$ cat config.mk
export PLATFORM = sky130hd
export DESIGN_NAME = ctse_front
export DESIGN_NICKNAME = d
export VERILOG_FILES = /design/src/sv/code_table_symbol_encoder_unit_assert.svh /design/src/sv/ctse_pkg.sv /design/src/sv/ctse_front.sv
export SDC_FILE = /design/constraint.sdc
export NUM_CORES = 2
export LEC_CHECK = 0
export ABC_AREA = 1
export BUFFER_PORTS_ARGS = -buffer_cell sky130_fd_sc_hd__clkbuf_2
export CORE_ASPECT_RATIO = 1.75
export CORE_MARGIN = 2
export CORE_UTILIZATION = 44
export DETAILED_ROUTE_END_ITERATION = 16
export SLEW_MARGIN = 20
export SYNTH_ARGS = -nofsm -noshare
export SYNTH_HDL_FRONTEND = slang
export SYNTH_SLANG_ARGS = --single-unit
export TNS_END_PERCENT = 1
$ cat constraint.sdc
create_clock -name clk -period 7.4 [get_ports clk]
set_clock_uncertainty 0.15 [all_clocks]
set_input_delay 0.37 -clock clk [delete_from_list [all_inputs] [get_ports clk]]
set_output_delay 0.37 -clock clk [all_outputs]
set_load 0.05 [all_outputs]
$ cat src/sv/code_table_symbol_encoder_unit_assert.svh
// assertion macros for the code table symbol encoder
`ifndef CODE_TABLE_SYMBOL_ENCODER_UNIT_ASSERT_SVH
`define CODE_TABLE_SYMBOL_ENCODER_UNIT_ASSERT_SVH
`ifndef SYNTH
// same-cycle implication, checked on every rising edge outside reset
`define CTSE_ASSERT_IMP(label, ante, cons) \
  label: assert property (@(posedge clk) disable iff (rst) (ante) |-> (cons)) \
    else $error("ctse assertion failed");
// next-cycle implication
`define CTSE_ASSERT_NXT(label, ante, cons) \
  label: assert property (@(posedge clk) disable iff (rst) (ante) |=> (cons)) \
    else $error("ctse assertion failed");
`else
`define CTSE_ASSERT_IMP(label, ante, cons)
`define CTSE_ASSERT_NXT(label, ante, cons)
`endif
`endif

$ cat src/sv/ctse_pkg.sv
// shared types and constants of the code table symbol encoder
package ctse_pkg;

  // request command codes
  localparam logic [1:0] CMD_SET_LEN = 2'd0;
  localparam logic [1:0] CMD_WRITE   = 2'd1;
  localparam logic [1:0] CMD_ENCODE  = 2'd2;

  // widest code length over the whole parameter range (up to 64 digits)
  localparam int ENTRY_LEN_W = 7;

  // depth of the queue between front and back, a power of two
  localparam int QUEUE_DEPTH = 4;
  localparam int QPTR_W      = $clog2(QUEUE_DEPTH);

  typedef enum logic {
    KIND_WRITE  = 1'b0,
    KIND_ENCODE = 1'b1
  } kind_t;

  // one input request as it comes off the stream
  typedef struct packed {
    logic [1:0] command;
    logic [7:0] symbol;
    logic [4:0] digit_index;
    logic [7:0] digit_value;
    logic [3:0] digit_width;
    logic [5:0] code_length;
    logic       end_of_data;
  } ctse_in_t;

  // classified work for the back end
  typedef struct packed {
    kind_t                  kind;
    logic [7:0]             symbol;
    logic [4:0]             digit_index;
    logic [7:0]             digit_value;
    logic [3:0]             digit_width;
    logic [ENTRY_LEN_W-1:0] code_length;
    logic                   end_of_data;
  } ctse_entry_t;

  // queue status seen by both ends
  typedef struct packed {
    logic valid;
    logic full;
  } ctse_qstat_t;

  // one result
  typedef struct packed {
    logic [7:0] out_value;
    logic [3:0] out_width;
    logic       last_digit;
    logic       stream_end;
  } ctse_out_t;

endpackage

$ cat src/sv/ctse_front.sv
// front end: accepts requests, owns the length table, classifies work for the back end
module ctse_front import ctse_pkg::*; #(
  parameter int MAX_DEPTH = 32,
  parameter int SYMBOLS   = 256
) (
  input  logic        clk,
  input  logic        rst,
  input  logic        in_valid,
  output logic        in_ready,
  input  ctse_in_t    in_item,
  output logic        push,
  output ctse_entry_t push_entry,
  input  ctse_qstat_t q_stat
);

  localparam int SYM_W = $clog2(SYMBOLS);
  localparam int LEN_W = $clog2(MAX_DEPTH + 1);

  logic [LEN_W-1:0] len_mem [SYMBOLS];
  logic [SYMBOLS-1:0] len_valid;

  logic             accept;
  logic             in_sym_ok;
  logic             in_len_sat;
  logic [LEN_W-1:0] in_len;
  logic             set_wr;
  logic [SYM_W-1:0] in_sym_idx;

  logic             stage_valid;
  ctse_in_t         stage;
  logic [LEN_W-1:0] rd_len;
  logic             rd_valid;

  logic             stage_sym_ok;
  logic             stage_idx_ok;
  logic [LEN_W-1:0] stage_len;
  logic             want;

  assign accept     = in_valid && in_ready;
  assign in_sym_idx = in_item.symbol[SYM_W-1:0];
  assign in_sym_ok  = {1'b0, in_item.symbol} < 9'(SYMBOLS);
  assign in_len_sat = 7'(in_item.code_length) > 7'(MAX_DEPTH);
  assign in_len     = in_len_sat ? LEN_W'(MAX_DEPTH) : LEN_W'(in_item.code_length);
  assign set_wr     = accept && (in_item.command == CMD_SET_LEN) && in_sym_ok;

  always_ff @(posedge clk) begin
    if (rst) begin
      stage_valid <= 1'b0;
      len_valid   <= '0;
    end else begin
      if (in_ready) begin
        stage_valid <= in_valid;
      end
      if (set_wr) begin
        len_valid[in_sym_idx] <= 1'b1;
      end
    end
  end

  // length table and its registered read, taken at the accept edge
  always_ff @(posedge clk) begin
    if (accept) begin
      stage    <= in_item;
      rd_len   <= len_mem[in_sym_idx];
      rd_valid <= len_valid[in_sym_idx];
    end
    if (set_wr) begin
      len_mem[in_sym_idx] <= in_len;
    end
  end

  assign stage_sym_ok = {1'b0, stage.symbol} < 9'(SYMBOLS);
  assign stage_idx_ok = 7'(stage.digit_index) < 7'(MAX_DEPTH);
  assign stage_len    = (stage_sym_ok && rd_valid) ? rd_len : '0;

  always_comb begin
    case (stage.command)
      CMD_WRITE:  want = stage_sym_ok && stage_idx_ok;
      CMD_ENCODE: want = (stage_len != '0) || stage.end_of_data;
      default:    want = 1'b0;
    endcase
  end

  always_comb begin
    push_entry.kind        = (stage.command == CMD_ENCODE) ? KIND_ENCODE : KIND_WRITE;
    push_entry.symbol      = stage.symbol;
    push_entry.digit_index = stage.digit_index;
    push_entry.digit_value = stage.digit_value;
    push_entry.digit_width = (stage.digit_width > 4'd8) ? 4'd8 : stage.digit_width;
    push_entry.code_length = ENTRY_LEN_W'(stage_len);
    push_entry.end_of_data = stage.end_of_data;
  end

  assign push     = stage_valid && want && !q_stat.full;
  assign in_ready = !stage_valid || !want || !q_stat.full;

endmodule

==> impl_metrics.ini <==
[sta]
drv_slew = 0
grt_setup_unrepaired = no
maxSlewHeadroom_pct = 21.79
final.period_utilization_pct = 59.41
fmax_mhz = 227.5
setup_slack_ns = 3.004
layout_min_cycle_time_ns = 4.396
fin_setup_tns_ns = 0
setup-violations-final = 0
hold_viol_final = 0
tightest_slew_ns = 1.170

[clock_tree]
clock_path_buffers = 4
cts_inserted_buffers = 174
clk_latency_ns = 0.82
cts_tree = yes
cts_sinks = 1828
root_buffer = clkbuf_16
path_clk_slew_ns = 0.07
cts_resized = 0
htreeDepth = 4
cts_setup_buffers = 0

[worst_setup_path]
cp-end-kind = flop
crit_fanout = 105
path_class = in -> reg
cpPeakStageDelay_ns = 0.90
critical_path.endpoint = len_mem[223][3]
reg2reg_depth = 12
worstPathCellList = dlygate4sd3_1 > buf_8 > nand2_2 > inv_6 > nand2_2 > nor2_1 > nand3_1 > inv_1
r2r_setup_slack_ns = 3.42
setup.worst_path.start_class = input pin
regToRegStartpoint = rd_valid
cp.required_ns = 7.74
r2r-end = len_mem[201][0]
crit_start = in_item[24]
cpMaxStageDelayCell = nand2_2
cp.arrival_ns = 4.73
cp_common_cell = nand2_2

[logic_synthesis]
synth_top_family_by_area = simple AND/OR/NAND/NOR gates
synth_top_cell_by_area = edfxtp_1
yosysWarnings = 0
avgSynthCellArea_um2 = 9.499
synthAdderAreaFrac_pct = 0.03214
synth_xor_area_share_pct = 0
synthSimpleGateAreaFrac_pct = 23.90
synth_cell_type_count = 23
synth_nets = 8238
ys_ff_latch = 1828
ys_seq_area_share_pct = 67.20
synth_compound_area_share_pct = 3.352
synth_area_leaders = edfxtp_1 (61%), nand2_1 (20%), dfxtp_1 (6.6%)
yosys.area.top_type_share_pct = 60.59
netlist_instances = 8197
synthMuxAreaShare_pct = 0
synth_area_um2 = 77860

[global_route]
grtUsageMet2_pct = 42.13
top_usage_layer = met2
grt_pass1_vias = 53375
grt_util_met1_pct = 27.11
antenna_found_initial = 3
grt_use_met3_pct = 2.543
grt_pass1_wl_um = 318900
grtUsageTotal_pct = 23.35
overflow = 0
grt_start_max_net_pins = 174

[min_path]
hold_path.class = in -> reg

[placed_design]
place.gp.congestion = 0.8752
port_buffers = 72
hpwl_um = 122200
place_inst = 10123
place_ws_ns = 2.737

[finish]
layout-drive-gt1-share_pct = 5.373
final_cells = 10476
num-nets-final = 8109
area_growth_pct = 10.34

[die]
die_w_um = 322.0
coreArea_um2 = 176100
num_rows = 204
dieArea_um2 = 180500
pin_count = 75
start_util_pct = 44.21
die_h_um = 560.5

[power_and_ir_drop]
ir_drop_v = 0.0001938
p_leak_uw = 0.03458
power_density_nw_per_um2 = 253.3

[status]
status = finished, final reports clean

[route]
drcViolationCount = 0
num_vias = 54038
ant_nets = 0
firstDrtPassIters = 6
routed_wl_um = 212200
via_per_inst = 5.158
wl_per_cell_um = 20.26
drt-initial-drc-count = 4140

[run]
max-cap-violations = 0
-- how the worst min path moves through the flow --
stage,startpoint,end,slack (ns),cells past startpoint
after floorplan,len_valid[106],len_valid[106],0.28,2
after global placement,len_valid[20],len_valid[20],0.29,2
after detailed placement,len_valid[198],len_valid[198],0.29,2
after CTS,in_item[5],len_mem[231][4],0.02,3
after global routing,in_item[3],len_mem[253][2],0.04,3
final,in_item[3],len_mem[253][2],0.03,3
-- cell usage in the layout, fill, tap and decap left out, types with 2 or more instances in the layout --
master,Yosys,routed
a21oi_1,287,287
buf_12,0,18
buf_4,44,51
buf_8,0,4
bufinv_16,0,19
clkbuf_1,200,41
clkbuf_16,0,180
clkbuf_2,1,68
clkbuf_8,0,17
clkinv_1,0,13
clkinv_2,0,31
clkinvlp_4,0,9
dfxtp_1,257,257
diode_2,0,3
dlygate4sd3_1,0,34
edfxtp_1,1571,1571
ha_1,2,2
inv_1,538,538
inv_2,7,2
inv_6,0,2
inv_8,0,5
nand2_1,4064,4050
nand2_2,2,16
nand3_1,397,397
nor2_1,351,340
nor2_2,3,2
nor2_4,1,13
o21ai_0,121,121
o21ai_1,112,112
-- per-layer routing --
| layer | wire (µm) | share of wire, % |
|---|---|---|
| met2 | 109000 | 51 |
| met4 | 11660 | 5.5 |
| met1 | 80370 | 38 |
| met5 | 13 | 0.0061 |
| met3 | 11200 | 5.3 |
-- cells in the mapped netlist --
library cell,number
a21boi_0,1
a21oi_1,287
buf_1,36
buf_2,196
buf_4,44
buf_6,4
clkbuf_1,200
clkbuf_2,1
conb_1,1
dfxtp_1,257
edfxtp_1,1571
ha_1,2
inv_1,538
inv_2,7
nand2_1,4064
nand2_2,2
nand3_1,397
nand4_1,1
nor2_1,351
nor2_2,3
nor2_4,1
o21ai_0,121
o21ai_1,112
-- logic make-up after synthesis --
group	count (synthesis)
and+or+nand+nor	4819
buffers and inverters	1026
AOI/OAI and AO/OA	521
other	1
adders and majority gates	2
DFF	1828
-- worst max-delay path: cells and delay by family --
kind	cells	cell delay (ns)
and+or+nand+nor	4	1.92
buffers and inverters	4	2.18
-- sequential cells by signal, summed over array words and instances, names as in the netlist --
name,count
rd_valid,1
push_entry,22
stage_valid,1
rd_len,6
stage,6
len_mem,1536
len_valid,256
-- area by class of cell --
| cell class | count | area, µm² |
|---|---|---|
| Multi-Input combinational cell | 5343 | 21370 |
| Timing Repair Buffer | 176 | 1511 |
| Sequential cell | 1828 | 52320 |
| Clock inverter | 77 | 898.4 |
| Fill cell | 16225 | 90210 |
| Antenna cell | 3 | 7.507 |
| Clock buffer | 238 | 4892 |
| Tap cell | 2266 | 2835 |
| Inverter | 545 | 2076 |
-- per-stage QoR --
step | utilization, % | area, µm² | hold WS, ns | power (µW)
after floorplan | - | 77860 | 0.2800 | 12320
after global placement | 45.28 | 79740 | 0.2857 | 12790
after detailed placement | 45.28 | 79740 | 0.2899 | 12800
after CTS | 48.75 | 85860 | 0.02478 | 21870
after global routing | 48.78 | 85900 | 0.04364 | 22350
final | 48.78 | 85910 | 0.02920 | 21760
-- power by group --
part	internal [µW]	switching, µW
Clock	5310	3860
Combinational	290	1100
Sequential	11200	6.31
-- what timing repair did --
action	in CTS	in global routing
hold buffers	33	1
setup endpoints to repair	0	0
hold endpoints to repair	155	6
No activity file was read; power rests on OpenSTA's default activity.
