## src/sv/code_table_symbol_encoder_unit_assert.svh

```systemverilog
// assertion macros for the code table symbol encoder
`ifndef CODE_TABLE_SYMBOL_ENCODER_UNIT_ASSERT_SVH
`define CODE_TABLE_SYMBOL_ENCODER_UNIT_ASSERT_SVH
`ifndef SYNTH
// same-cycle implication, checked on every rising edge outside reset
`define CTSE_ASSERT_IMP(label, ante, cons) \
  label: assert property (@(posedge clk) disable iff (rst) (ante) |-> (cons)) \
    else $error("ctse assertion failed");
// next-cycle implication
`define CTSE_ASSERT_NXT(label, ante, cons) \
  label: assert property (@(posedge clk) disable iff (rst) (ante) |=> (cons)) \
    else $error("ctse assertion failed");
`else
`define CTSE_ASSERT_IMP(label, ante, cons)
`define CTSE_ASSERT_NXT(label, ante, cons)
`endif
`endif

```

## src/sv/ctse_pkg.sv

```systemverilog
// shared types and constants of the code table symbol encoder
package ctse_pkg;

  // request command codes
  localparam logic [1:0] CMD_SET_LEN = 2'd0;
  localparam logic [1:0] CMD_WRITE   = 2'd1;
  localparam logic [1:0] CMD_ENCODE  = 2'd2;

  // widest code length over the whole parameter range (up to 64 digits)
  localparam int ENTRY_LEN_W = 7;

  // depth of the queue between front and back, a power of two
  localparam int QUEUE_DEPTH = 4;
  localparam int QPTR_W      = $clog2(QUEUE_DEPTH);

  typedef enum logic {
    KIND_WRITE  = 1'b0,
    KIND_ENCODE = 1'b1
  } kind_t;

  // one input request as it comes off the stream
  typedef struct packed {
    logic [1:0] command;
    logic [7:0] symbol;
    logic [4:0] digit_index;
    logic [7:0] digit_value;
    logic [3:0] digit_width;
    logic [5:0] code_length;
    logic       end_of_data;
  } ctse_in_t;

  // classified work for the back end
  typedef struct packed {
    kind_t                  kind;
    logic [7:0]             symbol;
    logic [4:0]             digit_index;
    logic [7:0]             digit_value;
    logic [3:0]             digit_width;
    logic [ENTRY_LEN_W-1:0] code_length;
    logic                   end_of_data;
  } ctse_entry_t;

  // queue status seen by both ends
  typedef struct packed {
    logic valid;
    logic full;
  } ctse_qstat_t;

  // one result
  typedef struct packed {
    logic [7:0] out_value;
    logic [3:0] out_width;
    logic       last_digit;
    logic       stream_end;
  } ctse_out_t;

endpackage

```

## src/sv/ctse_queue.sv

```systemverilog
// short queue of classified work between front and back end
module ctse_queue import ctse_pkg::*; (
  input  logic        clk,
  input  logic        rst,
  input  logic        push,
  input  ctse_entry_t push_entry,
  input  logic        pop,
  output ctse_entry_t head,
  output ctse_qstat_t q_stat
);

  ctse_entry_t       slots [QUEUE_DEPTH];
  logic [QPTR_W-1:0] wr_ptr;
  logic [QPTR_W-1:0] rd_ptr;
  logic [QPTR_W:0]   count;

  always_ff @(posedge clk) begin
    if (rst) begin
      wr_ptr <= '0;
      rd_ptr <= '0;
      count  <= '0;
    end else begin
      if (push) begin
        wr_ptr <= wr_ptr + QPTR_W'(1);
      end
      if (pop) begin
        rd_ptr <= rd_ptr + QPTR_W'(1);
      end
      if (push && !pop) begin
        count <= count + (QPTR_W + 1)'(1);
      end else if (!push && pop) begin
        count <= count - (QPTR_W + 1)'(1);
      end
    end
  end

  always_ff @(posedge clk) begin
    if (push) begin
      slots[wr_ptr] <= push_entry;
    end
  end

  assign head         = slots[rd_ptr];
  assign q_stat.valid = count != '0;
  assign q_stat.full  = count == (QPTR_W + 1)'(QUEUE_DEPTH);

endmodule

```

## config.mk

```make
export PLATFORM = sky130hd
export DESIGN_NAME = ctse_queue
export DESIGN_NICKNAME = d
export VERILOG_FILES = /design/src/sv/code_table_symbol_encoder_unit_assert.svh /design/src/sv/ctse_pkg.sv /design/src/sv/ctse_queue.sv
export SDC_FILE = /design/constraint.sdc
export NUM_CORES = 1
export LEC_CHECK = 0
export BUFFER_PORTS_ARGS = -buffer_cell sky130_fd_sc_hd__buf_2
export CAP_MARGIN = 20
export CORE_MARGIN = 4
export CORE_UTILIZATION = 35
export CTS_BUF_LIST = sky130_fd_sc_hd__clkbuf_16
export CTS_CLUSTER_DIAMETER = 100
export DETAILED_ROUTE_END_ITERATION = 10
export RECOVER_POWER = 50
export SLEW_MARGIN = 10
export SYNTH_ARGS = -nofsm -noshare
export SYNTH_HDL_FRONTEND = slang
export SYNTH_SLANG_ARGS = --single-unit
```

## constraint.sdc

```tcl
create_clock -name clk -period 2.6 [get_ports clk]
set_clock_uncertainty 0.05 [all_clocks]
set_input_delay 0.13 -clock clk [delete_from_list [all_inputs] [get_ports clk]]
set_output_delay 0.13 -clock clk [all_outputs]
set_load 0.02 [all_outputs]
```

==> flow_metrics.py, run 1 <==
metrics = {
    "die": {
        "coreArea_um2": 15150,
        "rows": 45,
        "die_area_um2": 17430,
        "initial_core_util_pct": 35.56,
        "die_h_um": 132.0,
        "die_w_um": 132.0,
        "ios": 74,
    },
    "cts": {
        "root_buffer": "clkbuf_16",
        "cts_tree": "yes",
        "cts_sinks": 145,
        "holdBufCountCts": 36,
        "clk_pin_slew_ps": 60,
        "cts_made_buffers": 17,
        "clockBufferDepth": 2,
        "clk_latency_ps": 410,
        "post_cts_resized": 0,
        "cts_setup_buffers": 0,
        "htreeDepth": 4,
    },
    "power": {
        "ir_worst_vdd_mv": 0.4916,
        "switchingPower_mw": 1.194,
        "p_int_mw": 4.223,
        "power_frac_clock_pct": 38.3,
        "comb_power_share_pct": 11.4,
        "leakagePower_nw": 2.297,
        "pwr-share-seq_pct": 50.3,
        "sw_frac_of_total_pct": 22.04,
        "p_per_area_nw_per_um2": 792.0,
    },
    "logic_synthesis": {
        "yosys.area.top_type": "edfxtp_1",
        "netlist.area_leader.share_pct": 75.84,
        "yosys_warnings": 0,
        "synth.avg_cell_area_um2": 24.26,
        "yosys-top-cells-area": "edfxtp_1 (76%), mux4_2 (13%), dfxtp_1 (3.3%)",
        "synth-seq-cells": 145,
        "syn_inst": 222,
        "netlist_area_um2": 5385,
        "yosysSeqAreaShare_pct": 79.18,
        "syn_nets": 266,
        "synth_cell_types": 21,
    },
    "layout": {
        "drive_gt1_share_pct": 27.65,
        "multi_input_area_um2": 1015,
        "fill_cells": 1303,
        "regArea_um2": 4267,
        "fin_nets": 391,
        "final_common_cell": "edfxtp_1",
        "diodes": 0,
        "final_core_util_pct": 45.16,
        "area_delta_synth_final_pct": 27.02,
        "final_cell_mix": "edfxtp_1 (136), buf_2 (37), dlygate4sd3_1 (36), clkbuf_1 (36), mux4_2 (30)",
    },
    "hold_path": {
        "min_from": "push",
        "hold_path.class": "in -> reg",
        "min_to": "wr_ptr[1]$_SDFFE_PP0P_",
        "hold_depth": 3,
    },
    "global_route": {
        "grt_max_degree": 35,
        "grt_pass1_wl_mm": 15.39,
        "antenna_found_initial": 0,
        "grt_pass1_vias": 2834,
        "grt-ovfl-total": 0,
        "track_usage_pct": 11.73,
    },
    "timing": {
        "finalMaxSlewViolations": 0,
        "tightest_slew_ps": 1325,
        "hold_viol": 0,
        "rsz0062_at_grt": "no",
        "tns_ps": 0,
        "maxSlewHeadroom_pct": 11.62,
        "final.period_utilization_pct": 83.75,
        "period_needed_ps": 2177,
        "finalSetupViolations": 0,
        "max_freq_ghz": 0.4593,
    },
    "critical_path": {
        "r2r_slack_ps": 420,
        "endpoint_kind": "flip-flop",
        "reg2reg_depth": 3,
        "crit_arrival_ps": 2240,
        "regToRegStartpoint": "wr_ptr[0]$_SDFFE_PP0P_",
        "r2r-end": "slots[3][6]$_DFFE_PP_",
        "critPathMaxFanout": 18,
        "worstSetupPathType": "reg -> reg",
        "start_kind": "flip-flop",
        "crit_required_ps": 2660,
    },
    "detailed_routing": {
        "drt_wl_total_mm": 9.399,
        "drc": 0,
        "drtPass1Iterations": 4,
        "first_iter_violations": 88,
        "routed_via_density": 4.643,
        "wl_per_cell_um": 17.21,
        "num_vias": 2535,
        "ant_nets": 0,
    },
    "placed_design": {
        "gp_congestion": 0.6910,
        "hpwl_mm": 5.929,
        "portBuffers": 73,
    },
    "flow_run": {
        "maxCapViolations": 0,
    },
    "status": {
        "status": "complete, no violations",
    },
}
[worst max-delay path, stage by stage (launching register included)]
cell	delay [ps]
dfxtp_1	390
ha_1	160
and2_0	1000
buf_12	270
[power by group through the flow]
stage	Combinational, mW	Clock (mW)	Sequential, mW
2_1_floorplan	0.401	0	2.75
3_3_place_gp	0.593	0	2.77
3_5_place_dp	0.599	0	2.77
4_1_cts	0.645	2.13	2.72
5_1_grt	0.673	2.26	2.73
6_report	0.618	2.08	2.72
[layer usage]
| metal | up-vias | global-route usage, % | wire length, um |
|---|---|---|---|
| met5 | - | 0 | 0 |
| met4 | 0 | 4.551 | 136 |
| met3 | 12 | 4.313 | 422 |
| met2 | 59 | 19.64 | 4797 |
| met1 | 1290 | 13.81 | 4043 |
| li1 | 1174 | - | - |
[registers in the layout, summed over array words and instances, names as in the netlist, named ones only]
signal  count
count       3
rd_ptr      2
slots     136
wr_ptr      2
[cells by family after synthesis]
group           count (synthesis)  share of synthesized area, %
compound gates                  2                        0.1857
xor+xnor                        5                        0.8133
fa+ha+maj                       6                         1.533
buf+inv                        13                         2.021
flops                         145                         79.18
mux                            36                         14.87
simple gates                   15                         1.394
[worst max-delay path by stage]
stage | startpoint | to
finish | wr_ptr[0]$_SDFFE_PP0P_ | slots[3][6]$_DFFE_PP_
global route | wr_ptr[0]$_SDFFE_PP0P_ | slots[3][11]$_DFFE_PP_
CTS | flip-flop | head[20]
detailed placement | wr_ptr[0]$_SDFFE_PP0P_ | slots[0][9]$_DFFE_PP_
global placement | push | count[2]$_SDFFE_PP0P_
floorplan | wr_ptr[0]$_SDFFE_PP0P_ | slots[2][0]$_DFFE_PP_
[cells in the mapped netlist]
cell type / instances
edfxtp_1: 136
fa_1: 1
o21ai_0: 1
or3_1: 2
a21oi_1: 1
inv_1: 4
nor3b_1: 1
mux4_2: 30
and2_1: 4
buf_6: 1
dfxtp_1: 9
mux2i_1: 2
xnor2_1: 2
clkbuf_1: 2
mux4_1: 4
nor2_1: 7
nand2_1: 1
ha_1: 5
buf_12: 3
xor2_1: 3
buf_2: 3
[layout make-up]
class                           count  share of cell area [%]
Inverter                            4                  0.2195
Clock inverter                     13                   1.207
Sequential cell                   145                   62.37
Multi-Input combinational cell     64                   14.83
Clock buffer                       17                   6.219
Timing Repair Buffer              115                   11.71
Tap cell                          188                   3.439
[metrics by stage]
| step | power, mW | hold slack (ps) | instance area [um2] | instances | setup WS [ps] |
|---|---|---|---|---|---|
| finish | 5.418 | 38.41 | 6840 | 546 | 422.6 |
| detailed placement | 3.370 | 297.6 | 6020 | 480 | 927.9 |
| global placement | 3.359 | 290.5 | 6020 | 480 | 969.0 |
| floorplan | 3.153 | 178.9 | 5385 | 222 | 779.3 |
| global route | 5.666 | 85.92 | 6840 | 546 | 264.8 |
| CTS | 5.503 | 26.37 | 6888 | 546 | 496.5 |
No activity file was read; power rests on OpenSTA's default activity.
==> run 2, diff against run 1 <==
clock period = 1.8 ns   (was 2.6 ns; I/O delays follow)
==> flow_metrics.py, run 2 (synthesis gave the netlist of run 1 again) <==
metrics = {
    "global_route": {
        "grt_pass1_vias": 2833,
        "grt_max_degree": 35,
        "grt-ovfl-total": 0,
        "antenna_found_initial": 1,
        "track_usage_pct": 12.55,
        "grt_pass1_wl_mm": 16.19,
    },
    "layout": {
        "area_delta_synth_final_pct": 36.29,
        "stdcell_count": 561,
        "fill_cells": 1267,
        "max_flop_register": "slots",
        "fin_nets": 404,
        "final_common_cell": "edfxtp_1",
        "largest_reg_flops": 136,
        "drive_gt1_share_pct": 34.05,
        "final_cell_mix": "edfxtp_1 (136), dlygate4sd3_1 (38), buf_6 (38), clkbuf_1 (35), mux4_2 (34)",
        "diodes": 0,
        "top_regs": "slots: 136 flops, count: 3 flops",
    },
    "detailed_routing": {
        "drt_wl_total_mm": 10.02,
        "num_vias": 2622,
        "drc": 0,
        "wl_per_cell_um": 17.87,
        "ant_nets": 0,
        "drtPass1Iterations": 5,
        "routed_via_density": 4.674,
        "first_iter_violations": 129,
    },
    "hold_path": {
        "hold_path.class": "in -> reg",
    },
    "cts": {
        "root_buffer": "clkbuf_16",
        "cts_sinks": 145,
        "clk_latency_ps": 410,
        "cts_tree": "yes",
        "cts_made_buffers": 17,
        "clockBufferDepth": 2,
        "clk_pin_slew_ps": 60,
        "htreeDepth": 4,
    },
    "power": {
        "sw_frac_of_total_pct": 21.32,
        "leakagePower_nw": 2.508,
        "switchingPower_mw": 1.913,
        "p_per_area_nw_per_um2": 1222,
        "power_frac_clock_pct": 43.5,
        "comb_power_share_pct": 12.8,
        "pwr-share-seq_pct": 43.7,
        "power_mw": 8.970,
        "ir_worst_vdd_mv": 0.5912,
        "p_int_mw": 7.057,
    },
    "critical_path": {
        "start_kind": "flip-flop",
        "critPathMaxFanout": 5,
        "crit_chain": "buf_6 -> buf_12 -> mux4_2 -> buf_6",
        "endpoint_kind": "primary output",
        "cp_slowest_cell": "mux4_2",
        "cp_num_buf_inv": 3,
        "worstSetupPathType": "reg -> out",
        "crit_required_ps": 1660,
        "crit_arrival_ps": 1720,
        "cp_top_family": "multiplexers",
        "max_stage_delay_ps": 530,
        "path_common_cell": "buf_6",
    },
    "placed_design": {
        "gp_congestion": 0.6611,
        "post-place-cells": 485,
        "portBuffers": 73,
        "hpwl_mm": 5.799,
    },
    "status": {
        "failed_checks": "setup timing",
        "status": "finished with violations",
    },
    "timing": {
        "hold_viol": 0,
        "rsz0062_at_grt": "yes",
        "period_needed_ps": 1855,
        "finalMaxSlewViolations": 0,
        "max_freq_ghz": 0.5390,
        "setup_slack_ps": -55.39,
        "tightest_slew_ps": 312.8,
        "maxSlewHeadroom_pct": 79.15,
        "tns_ps": -808.2,
        "final.period_utilization_pct": 103.1,
        "finalSetupViolations": 22,
    },
    "die": {
        "coreArea_um2": 15150,
        "ios": 74,
        "die_h_um": 132.0,
        "initial_core_util_pct": 35.56,
        "rows": 45,
        "die_area_um2": 17430,
        "die_w_um": 132.0,
    },
    "flow_run": {
        "maxCapViolations": 0,
    },
}
==> run 2: through the flow <==
step / area (um2) / hold slack [ps] / utilization [%] / setup WS, ps
2_1_floorplan: 5390 / 138.9 / - / 334.0
3_3_place_gp: 6020 / 250.9 / 39.74 / 228.4
3_5_place_dp: 6020 / 257.1 / 39.74 / 150.3
4_1_cts: 7420 / 341.4 / 48.99 / -99.52
5_1_grt: 7340 / 442.5 / 48.46 / -132.6
6_report: 7340 / 414.0 / 48.46 / -55.39
==> run 2: final cells by class <==
type / instances / area [um2] / share of cell area (%)
clock inverters: 15 / 239.0 / 3.256
well taps: 188 / 235.2 / 3.205
repair buffers: 128 / 1142 / 15.56
clock buffers: 17 / 425.4 / 5.796
multi-input cells: 64 / 1013 / 13.81
flip-flops and latches: 145 / 4269 / 58.17
inverters: 4 / 15.01 / 0.2046
==> run 2: path summary, 6_finish.rpt <==
path                                             from                endpoint  slack [ps]  cells after the start
worst min-delay path                   push_entry[26]  slots[3][26]$_DFFE_PP_         410                      2
worst max-delay path                        flip-flop                 head[7]         -60                      4
worst max register to register  count[0]$_SDFFE_PP0P_   count[2]$_SDFFE_PP0P_         230                      4
worst min register to register  count[2]$_SDFFE_PP0P_   count[2]$_SDFFE_PP0P_         490                      2
==> run 2: power by group through the flow <==
stage          sequential [mW]  clock (mW)  combinational [mW]
6_report                  3.92        3.90                1.15
5_1_grt                   3.93        4.17                1.24
4_1_cts                   3.92        4.01                1.21
3_5_place_dp              3.99           0               0.880
3_3_place_gp              3.98           0               0.869
2_1_floorplan             3.97           0               0.580
==> run 2: repair_timing <==
action	4_1_cts	5_1_grt
hold buffers	38	0
buffers inserted	5	0
hold endpoints to repair	145	0
cloned	4	0
setup endpoints to repair	34	35
gates resized for setup	81	5
pin swaps	0	1
==> run 2: metal layers <==
metal	share of wire [%]	track usage [%]	vias up
li1	-	-	1200
met1	42	15.71	1330
met2	51	20.07	72
met3	4.7	4.122	18
met4	1.6	5.426	2
met5	0.070	0	-
